--- src/nfr_pkg.sv ---
package nfr_pkg;

  typedef enum logic [1:0] {
    PH_IDLE = 2'd0,
    PH_SYNC = 2'd1,
    PH_DATA = 2'd2,
    PH_GAP  = 2'd3
  } phase_e;

  localparam int unsigned TickW    = 20;
  localparam int unsigned PeriodW  = 16;
  localparam logic [15:0] PeriodRst = 16'd16;
  localparam logic [2:0]  BitFirst  = 3'd7;
  localparam logic [2:0]  BitLast   = 3'd0;

  typedef struct packed {
    logic [7:0] data_byte;
    logic       is_length;
    logic       last_byte;
    logic       timed_out;
  } result_t;

endpackage

--- src/nfr_sampler.sv ---
module nfr_sampler import nfr_pkg::*; (
  input  logic               clk_i,
  input  logic               rst_ni,
  input  logic               cfg_we_i,
  input  logic [PeriodW-1:0] cfg_data_i,
  input  logic               sample_valid_i,
  input  logic               line_level_i,
  output logic               res_valid_o,
  output result_t            res_o
);

  logic [PeriodW-1:0] period_q;
  phase_e             phase_q, phase_d;
  logic [TickW-1:0]   cnt_q, cnt_d;
  logic [2:0]         idx_q, idx_d;
  logic [7:0]         shift_q, shift_d;
  logic [7:0]         len_q, len_d;
  logic [7:0]         rx_q, rx_d;
  logic               await_q, await_d;

  logic [TickW-1:0]   cnt_inc;
  logic [TickW-1:0]   sync_lim;
  logic [TickW-1:0]   period_ext;
  logic [TickW-1:0]   idle_lim;
  logic [7:0]         rx_inc;
  logic [7:0]         bit_mask;

  assign cnt_inc    = (cnt_q == {TickW{1'b1}}) ? cnt_q : cnt_q + TickW'(1);
  assign period_ext = TickW'(period_q);
  assign sync_lim   = period_ext + TickW'(period_q >> 1);
  assign idle_lim   = (period_ext << 3) + (period_ext << 1);
  assign rx_inc     = rx_q + 8'd1;
  assign bit_mask   = {7'd0, ~line_level_i} << idx_q;

  always_comb begin
    phase_d     = phase_q;
    cnt_d       = cnt_q;
    idx_d       = idx_q;
    shift_d     = shift_q;
    len_d       = len_q;
    rx_d        = rx_q;
    await_d     = await_q;
    res_valid_o = 1'b0;
    res_o       = '0;
    if (sample_valid_i) begin
      case (phase_q)
        PH_IDLE: begin
          if (line_level_i) begin
            phase_d = PH_SYNC;
            cnt_d   = '0;
          end
        end
        PH_SYNC, PH_DATA: begin
          cnt_d = cnt_inc;
          if ((phase_q == PH_SYNC && cnt_inc >= sync_lim) ||
              (phase_q == PH_DATA && cnt_inc >= period_ext)) begin
            shift_d = shift_q | bit_mask;
            cnt_d   = '0;
            if (idx_q == BitLast) begin
              phase_d = PH_GAP;
            end else begin
              idx_d   = idx_q - 3'd1;
              phase_d = PH_DATA;
            end
          end
        end
        PH_GAP: begin
          if (idx_q == BitLast) begin
            cnt_d = cnt_inc;
            if (cnt_inc >= period_ext) begin
              shift_d           = '0;
              idx_d             = BitFirst;
              cnt_d             = '0;
              res_valid_o       = 1'b1;
              res_o.data_byte   = shift_q;
              if (await_q) begin
                await_d         = 1'b0;
                len_d           = shift_q;
                res_o.is_length = 1'b1;
                if (shift_q == 8'd0) begin
                  res_o.last_byte = 1'b1;
                  phase_d         = PH_IDLE;
                  len_d           = '0;
                  rx_d            = '0;
                  await_d         = 1'b1;
                end
              end else begin
                rx_d = rx_inc;
                if (rx_inc >= len_q) begin
                  res_o.last_byte = 1'b1;
                  phase_d         = PH_IDLE;
                  len_d           = '0;
                  rx_d            = '0;
                  await_d         = 1'b1;
                end
              end
            end
          end else if (line_level_i) begin
            phase_d = PH_SYNC;
            cnt_d   = '0;
          end else begin
            cnt_d = cnt_inc;
            if (cnt_inc > idle_lim) begin
              res_valid_o     = 1'b1;
              res_o.timed_out = 1'b1;
              phase_d         = PH_IDLE;
              cnt_d           = '0;
              idx_d           = BitFirst;
              shift_d         = '0;
              len_d           = '0;
              rx_d            = '0;
              await_d         = 1'b1;
            end
          end
        end
        default: phase_d = PH_IDLE;
      endcase
    end
  end

  always_ff @(posedge clk_i or negedge rst_ni) begin
    if (!rst_ni) begin
      period_q <= PeriodRst;
      phase_q  <= PH_IDLE;
      cnt_q    <= '0;
      idx_q    <= BitFirst;
      shift_q  <= '0;
      len_q    <= '0;
      rx_q     <= '0;
      await_q  <= 1'b1;
    end else begin
      if (cfg_we_i) begin
        period_q <= cfg_data_i;
      end
      phase_q <= phase_d;
      cnt_q   <= cnt_d;
      idx_q   <= idx_d;
      shift_q <= shift_d;
      len_q   <= len_d;
      rx_q    <= rx_d;
      await_q <= await_d;
    end
  end

endmodule

--- src/nfr_fifo.sv ---
module nfr_fifo import nfr_pkg::*; #(
  parameter int unsigned Depth = 4
) (
  input  logic    clk_i,
  input  logic    rst_ni,
  input  logic    wr_i,
  input  result_t wdata_i,
  output logic    full_o,
  output logic    empty_o,
  input  logic    rd_i,
  output result_t rdata_o
);

  localparam int unsigned PtrW = (Depth > 1) ? $clog2(Depth) : 1;
  localparam int unsigned CntW = $clog2(Depth + 1);

  result_t         mem_q [Depth];
  logic [PtrW-1:0] wptr_q, rptr_q;
  logic [CntW-1:0] cnt_q;
  logic            do_wr, do_rd;

  assign full_o  = (cnt_q == CntW'(Depth));
  assign empty_o = (cnt_q == '0);
  assign do_wr   = wr_i && !full_o;
  assign do_rd   = rd_i && !empty_o;
  assign rdata_o = mem_q[rptr_q];

  always_ff @(posedge clk_i) begin
    if (do_wr) begin
      mem_q[wptr_q] <= wdata_i;
    end
  end

  always_ff @(posedge clk_i or negedge rst_ni) begin
    if (!rst_ni) begin
      wptr_q <= '0;
      rptr_q <= '0;
      cnt_q  <= '0;
    end else begin
      if (do_wr) begin
        wptr_q <= (wptr_q == PtrW'(Depth - 1)) ? '0 : wptr_q + PtrW'(1);
      end
      if (do_rd) begin
        rptr_q <= (rptr_q == PtrW'(Depth - 1)) ? '0 : rptr_q + PtrW'(1);
      end
      if (do_wr && !do_rd) begin
        cnt_q <= cnt_q + CntW'(1);
      end else if (do_rd && !do_wr) begin
        cnt_q <= cnt_q - CntW'(1);
      end
    end
  end

endmodule

--- src/nrz_frame_receiver.sv ---
// Serial frame receiver for a low-idle, inverted NRZ line.
// Input queue: drive one line sample on line_level_i with push; a sample
// transfers when push is high and full is low. Full is high only while
// the result queue has no free entry, so a stalled reader stops sampling.
// Result queue: while empty is low the oldest result sits on data_byte_o,
// is_length_o, last_byte_o and timed_out_o; it transfers on pop.
// Each sample is decoded in the cycle it transfers; a result it causes
// enters the result queue and is on the result ports in the next cycle
// if the queue was empty. While full is low one sample per cycle is taken;
// the Depth-entry queue sets how long a reader may stall before full rises.
// cfg_we_i/cfg_data_i write the bit period in ticks; write only while the
// line is idle.
// Reset clears the sampler to wait for a start bit with the next byte
// taken as a length, empties the result queue and sets the bit period
// to 16.
module nrz_frame_receiver import nfr_pkg::*; #(
  parameter int unsigned Depth = 4
) (
  input  logic               clk_i,
  input  logic               rst_ni,
  input  logic               cfg_we_i,
  input  logic [PeriodW-1:0] cfg_data_i,
  input  logic               push,
  output logic               full,
  input  logic               line_level_i,
  output logic               empty,
  input  logic               pop,
  output logic [7:0]         data_byte_o,
  output logic               is_length_o,
  output logic               last_byte_o,
  output logic               timed_out_o
);

  logic    sample_valid;
  logic    res_valid;
  result_t res;
  result_t head;

  assign sample_valid = push && !full;

  nfr_sampler u_sampler (
    .clk_i,
    .rst_ni,
    .cfg_we_i,
    .cfg_data_i,
    .sample_valid_i (sample_valid),
    .line_level_i,
    .res_valid_o    (res_valid),
    .res_o          (res)
  );

  nfr_fifo #(
    .Depth (Depth)
  ) u_fifo (
    .clk_i,
    .rst_ni,
    .wr_i    (res_valid),
    .wdata_i (res),
    .full_o  (full),
    .empty_o (empty),
    .rd_i    (pop),
    .rdata_o (head)
  );

  assign data_byte_o = head.data_byte;
  assign is_length_o = head.is_length;
  assign last_byte_o = head.last_byte;
  assign timed_out_o = head.timed_out;

endmodule
--- config.mk ---
export PLATFORM = sky130hd
export DESIGN_NAME = nrz_frame_receiver
export DESIGN_NICKNAME = d
export VERILOG_FILES = /design/src/nfr_pkg.sv /design/src/nfr_sampler.sv /design/src/nfr_fifo.sv /design/src/nrz_frame_receiver.sv
export SDC_FILE = /design/constraint.sdc
export NUM_CORES = 1
export LEC_CHECK = 0
export ABC_AREA = 1
export BUFFER_PORTS_ARGS = -buffer_cell sky130_fd_sc_hd__clkbuf_2
export CORE_UTILIZATION = 63
export CTS_CLUSTER_DIAMETER = 60
export CTS_CLUSTER_SIZE = 16
export DETAILED_ROUTE_END_ITERATION = 12
export MAX_ROUTING_LAYER = met4
export PLACE_DENSITY = 0.84
export RECOVER_POWER = 25
export SLEW_MARGIN = 0
export SYNTH_ARGS = -nofsm -noshare
export SYNTH_HDL_FRONTEND = slang
export SYNTH_SLANG_ARGS = --single-unit
--- constraint.sdc ---
create_clock -name clk_i -period 9 [get_ports clk_i]
set_input_delay 1.8 -clock clk_i [delete_from_list [all_inputs] [get_ports clk_i]]
set_output_delay 1.8 -clock clk_i [all_outputs]
set_load 0.01 [all_outputs]
; After elaboration in Yosys (flattened, before gate mapping)
; Memory sizes are Yosys's and may differ from the RTL's.
; Cells that the tools add are included.
[op_classes]
n_mux = 67
n_lt_le_gt_ge = 4
n_reduce_logical = 27
n_eq_ne = 20
n_bitwise = 2
shift = 1
div_mod_pow = 0
add_sub_neg = 9
mul = 0
[ops]
columns = op, count
row1 = $mux W20, 7
row2 = $mux W8, 15
row3 = $pmux W20 S3, 1
row4 = $mux W3, 8
row5 = $mux W11, 2
row6 = $mux W2, 11
row7 = $add A19 B17 Y20, 1
row8 = $add A20 B1 Y20 const B, 1
row9 = $eq A20 B20 Y1 const B, 1
row10 = $ge A20 B16 Y1, 1
row11 = $ge A20 B20 Y1, 1
row12 = $gt A20 B20 Y1, 1
row13 = $mux W10, 2
row14 = $mux W1, 18
row15 = $reduce_and A6 Y1, 3
row16 = $add A16 B15 Y17, 1
row17 = $pmux W8 S2, 1
row18 = $reduce_and A7 Y1, 2
row19 = $ne A3 B2 Y1 const B, 3
row20 = $add A8 B1 Y8 const B, 1
row21 = $eq A2 B2 Y1 const B, 4
row22 = $ge A8 B8 Y1, 1
row23 = $logic_not A8 Y1, 1
row24 = $or A8 B8 Y8, 1
row25 = 25 further kinds, 42
[word_totals]
ram_bits = 44
elab_cells = 142
mem_bits_ro = 0
latchBits = 0
mem_count = 1
register_bits = 73
[mem_list]
columns = memory, depth, width, rd, rd_ports_with_merged_regs, write_ports, line_no
row1 = u_fifo.mem_q, 4, 11, 1, 0, 1, nfr_fifo.sv:17  ; result_t mem_q [Depth];

; Longest topological paths before layout
[logic_depth]
word_depth = 13
depth_mapped = 30

; Cells and area by module
; Synthesis repeated with hierarchy kept, for this count alone.
[hier_totals]
hier_cells = 1137
hier_area_um2 = 8911.0
[modules_own_cells]
columns = mod, cells_each, area_per_inst_um2, seq_area_each_um2, n_inst
row1 = nfr_sampler, 946, 6675.2, 1657.8, 1
row2 = nfr_fifo, 189, 2225.9, 1496.4, 1
row3 = nrz_frame_receiver, 2, 10.0, 0.0, 1

; Least setup slack after synthesis
; No wires, ideal clock.
[synth_timing]
kind = register to register
startpoint = reg u_sampler.period_q[2]
endpoint = reg u_fifo.cnt_q[2]
setup_slack_ns = 4.888
setup_ns = 0.131
synth_period_minus_slack_ns = 4.112
path_stages_with_launch = 31
t_arrival_ns = 3.981
cell_sequence = dfrtp_1 ha_1 fa_1 a21oi_1 o21bai_1 nand2_1 o211ai_1 nand3_1 nand2_1 nand2_1 nand2_1 nand3_1 nand2_1 xor2_1 ha_1 nand2_1 nor2_1 nand2_1 inv_1 nand4_1 nand3_1 nand2_2 nand2_1 nand3_2 inv_2 ha_1 inv_1 fa_1 a21oi_1 o21ai_0 xor2_1
[synth_between]
elab_chain_len = 11
word_cells_on_any_way = 15
classes_between = 1 x add/sub / 2 x order compare / 7 x mux / 5 x reduce/logical
[synth_lines]
columns = element, line_no
row1 = from (decl), nfr_sampler.sv:12  ; logic [PeriodW-1:0] period_q;
row2 = from (signal assigned), nfr_sampler.sv:123  ; period_q <= PeriodRst;
row3 = from (signal assigned), nfr_sampler.sv:133  ; period_q <= cfg_data_i;
row4 = $add A19 B17 Y20, nfr_sampler.sv:31  ; assign idle_lim = (period_ext << 3) + (period_ext << 1);
row5 = $gt A20 B20 Y1, nfr_sampler.sv:103  ; if (cnt_inc > idle_lim) begin
row6 = $mux W1, nfr_sampler.sv:103
row7 = $mux W1, nfr_sampler.sv:98  ; end else if (line_level_i) begin
row8 = $mux W1 *, nfr_sampler.sv:68  ; if (idx_q == BitLast) begin
row9 = $mux W1 *, nfr_sampler.sv:46  ; case (phase_q)
row10 = $mux W1 *, nfr_sampler.sv:45  ; if (sample_valid_i) begin
row11 = $logic_and A1 B1 Y1 *, nfr_fifo.sv:24  ; assign do_wr = wr_i && !full_o;
row12 = net u_fifo.do_wr, nfr_fifo.sv:20  ; logic do_wr, do_rd;
row13 = $logic_not A1 Y1, nfr_fifo.sv:48  ; end else if (do_rd && !do_wr) begin
row14 = $logic_and A1 B1 Y1, nfr_fifo.sv:48
row15 = $reduce_bool A2 Y1 (no source line), --
row16 = to (signal assigned), nfr_fifo.sv:47  ; cnt_q <= cnt_q + CntW'(1);
row17 = to (signal assigned), nfr_fifo.sv:49  ; cnt_q <= cnt_q - CntW'(1);
row18 = to (decl), nfr_fifo.sv:19  ; logic [CntW-1:0] cnt_q;
; The timed path passes the listed nets; every way through them passes the cells marked *.
; A chain may end at the register's enable or synchronous reset.

==> results.md <==
* Count leader, synth: nand2_1
* Metal-1 WL at 8.219 mm
* Area of the multi-input gates at 4961 µm²
* Crit path buf inv count at 1
* Crit path DAT at 4710 ps
* Final hold violation count at 0
* Initial Utilization at 0.6501
* Fin crit share at 0.5713
* Min-Delay Path Class: reg -> reg
* Clock Power Share at 0.301
* Post-synth cell types at 49
* CP startpoint: rst_ni
* Sequential share of power at 0.299
* Syn Inst Count at 1,054
* Routed len/inst at 15.43 µm
* Slew Viols, Final at 74
* Reg clk slew, reported paths at 50 ps
* Final setup viols at 0
* Die Ht at 119.4 µm
* Switch Pwr at 977.9 µW
* Number of max-cap violations at 1
* Static Leak at 0.004696 µW
* Vias per cell at 5.643
* Port buffer count at 34
* Part of the power in combinational logic at 0.400
* Overall power at 2407 µW
* # hold bufs at CTS at 0
* Initial drt markers at 413
* Yosys top cell by area: dfrtp_1
* Failing checks: capacitance limit, slew limit
* Worst hold start: u_sampler.len_q[7]$_DFFE_PN0P_
* Overflow left after global routing at 0
* Met2 wire len at 9.741 mm
* Largest net degree at the start of global routing at 74
* Reg-to-reg startpoint: u_sampler.period_q[2]$_DFFE_PN0P_
* Delay-heaviest family, CP: buffers and inverters
* Top FF cell, synth: dfrtp_1
* Diode count at 0
* Sequential share of the synthesized area at 0.3635
* Post-DRT Antenna Nets at 0
* Synth top area share at 0.1961
* Synth cell count leaders: nand2_1, inv_1, ha_1
* Status: finished, violations left
* Fraction of layout cells with a size suffix above 1 at 0.1103
* Net Sw Frac at 0.4062
* Worst path required time at 8570 ps
* Fin Clk Skew at 10.45 ps
* Global-route wire length before repair at 32.91 mm
* Internal cell power at 1430 µW
* Power Density at 252.0 nW/µm²
* Worst Tran Pin Value at 4110 ps
* Worst-path maximum fanout at 73
* Sink Count at 117
* Top cells by area, synth: dfrtp_1, edfxtp_1, ha_1
* Post-CTS resize count at 0
* Skew-Pair Late Insertion Delay at 430 ps
* Worst path max stage delay at 2830 ps
* Core footprint at 13,350 µm²
* Post-Syn Area at 8677 µm²
* Site Rows at 42
* Number of synthesis warnings at 0
* Nets at 1,214
* Slew HR at -1.740
* CP max-delay cell: clkbuf_1
* Clock Tree Root: clkbuf_16
* Syn Area/Cell at 8.233 µm²
* Initial antenna violation count at 0
* Setup TNS at 0 ps
* Max Used Layer: met4
* Die area at 14,250 µm²
* H-tree levels at 4
* Vias at 7,184
* #FFs+latches synth at 117
* Setup Fix Bufs, Post-CTS at 0
* Detailed-route wire length at 19.65 mm
* CTS Buffer Depth at 2
* Drt pass-1 iters at 5
* Max Clock Freq at 194.5 MHz
* RSZ-0062 raised after global routing: false
* Register area at 3154 µm²
* Vias in the first global route at 7,021
* Crit path capture type: asynchronous set/reset pin
* IO Pins at 35
* Async S/R FF share, synth at 0.6239
* # DRC at 0
* CTS tree: built
* Placer congestion estimate at 0.9415
* Post-synth EDFFs at 44
* Startpoint Class: input port
* Crit-path cells: clkbuf_1
* Die W at 119.4 µm
* Minimum clock period at 5141 ps
* Detailed placement HPWL at 14.43 mm
* Tot GR Track Use at 0.3044
* Met3 WL at 848 µm
* Critical path class: in -> async
* Fin Hold WS at 488.5 ps
* Layout area overhead at 10.09%
* Filler cells at 1,043
* Num CTS Buffers at 17
* Net count after synthesis at 1,184
* Worst vdd ir at 0.0001529 V
state kept, by name (all words and copies together), names as in the netlist, 3 cells and up:
| name | cells |
|---|---|
| u_sampler.shift_q | 8 |
| u_fifo.cnt_q | 3 |
| u_sampler.cnt_q | 20 |
| u_sampler.rx_q | 8 |
| u_fifo.mem_q | 44 |
| u_sampler.len_q | 8 |
| u_sampler.idx_q | 3 |
| u_sampler.period_q | 16 |
through the flow:
step	setup slack [ps]	cell area, µm²	std cells	utilization
after detailed placement	4228	8932	1241	0.6692
after global routing	2992	9553	1273	0.7157
final	3859	9553	1273	0.7157
after global placement	4373	8932	1241	0.6692
after floorplan	4888	8677	1054	-
after CTS	4190	9558	1273	0.7161
per-layer routing:
metal / vias up / GRT usage
met3: 58 / 0.05795
met5: - / -
li1: 3615 / -
met2: 197 / 0.5218
met4: 0 / 0.1508
met1: 3314 / 0.3399
cells in the final DEF, fill, tap and decap left out, types with 6 or more instances in the layout:
master     Yosys  final
nand3_1       48     48
xnor2_1       18     18
inv_1        110    110
nor2_1        93     93
o21ai_0       65     66
a21oi_1       64     64
xor2_1        30     30
clkbuf_16      0     17
nand2_1      231    231
o21ai_2        6      6
nor3_1        14     14
o21ai_1       11     10
o22ai_1       11     11
nand2_2        9      9
nand4_1       35     35
ha_1         105    105
edfxtp_1      44     44
nand3_2       14     14
clkbuf_2       0     32
dfrtp_1       68     68
cell type report:
type	count	share of cell area
clock inverter	12	0.01873
clock buffer	20	0.04676
tap	176	0.02305
inverter	113	0.04440
sequential	117	0.3302
multi-input combinational	801	0.5193
timing repair buffer	34	0.01755
path summary, 6_finish.rpt:
check                                              endpoint  slack (ps)  cells past startpoint
max                        u_sampler.shift_q[2]$_DFFE_PN0P_        3860                      1
min                          u_sampler.len_q[7]$_DFFE_PN0P_         490                      2
min reg2reg                  u_sampler.len_q[7]$_DFFE_PN0P_         490                      2
min in group asynchronous      u_fifo.rptr_q[0]$_DFFE_PN0P_        2810                      1
max in group clk_i              u_fifo.cnt_q[2]$_DFFE_PN0P_        4170                     30
max reg2reg                     u_fifo.cnt_q[2]$_DFFE_PN0P_        4170                     30
cell families after synthesis:
group,share of synthesized area
adder cells (fa/ha/maj),0.1583
buffers and inverters,0.06474
AO/OA/AOI/OAI,0.1102
multiplexers,0.002595
flip-flops,0.3635
AND/OR/NAND/NOR,0.2522
XOR/XNOR,0.04845
power by group through the flow:
stage	Clock [µW]	Combinational (µW)	Sequential (µW)
after floorplan	0	781	686
after CTS	729	960	717
after global routing	754	1090	729
after detailed placement	0	945	726
final	726	963	719
after global placement	0	920	722
tightest hold or removal path: stages, from the launching register on:
cell	delay [ps]
dfrtp_1	340
nand2_1	70
o21ai_2	50
Note: power is estimated with default switching activity, not from simulation.
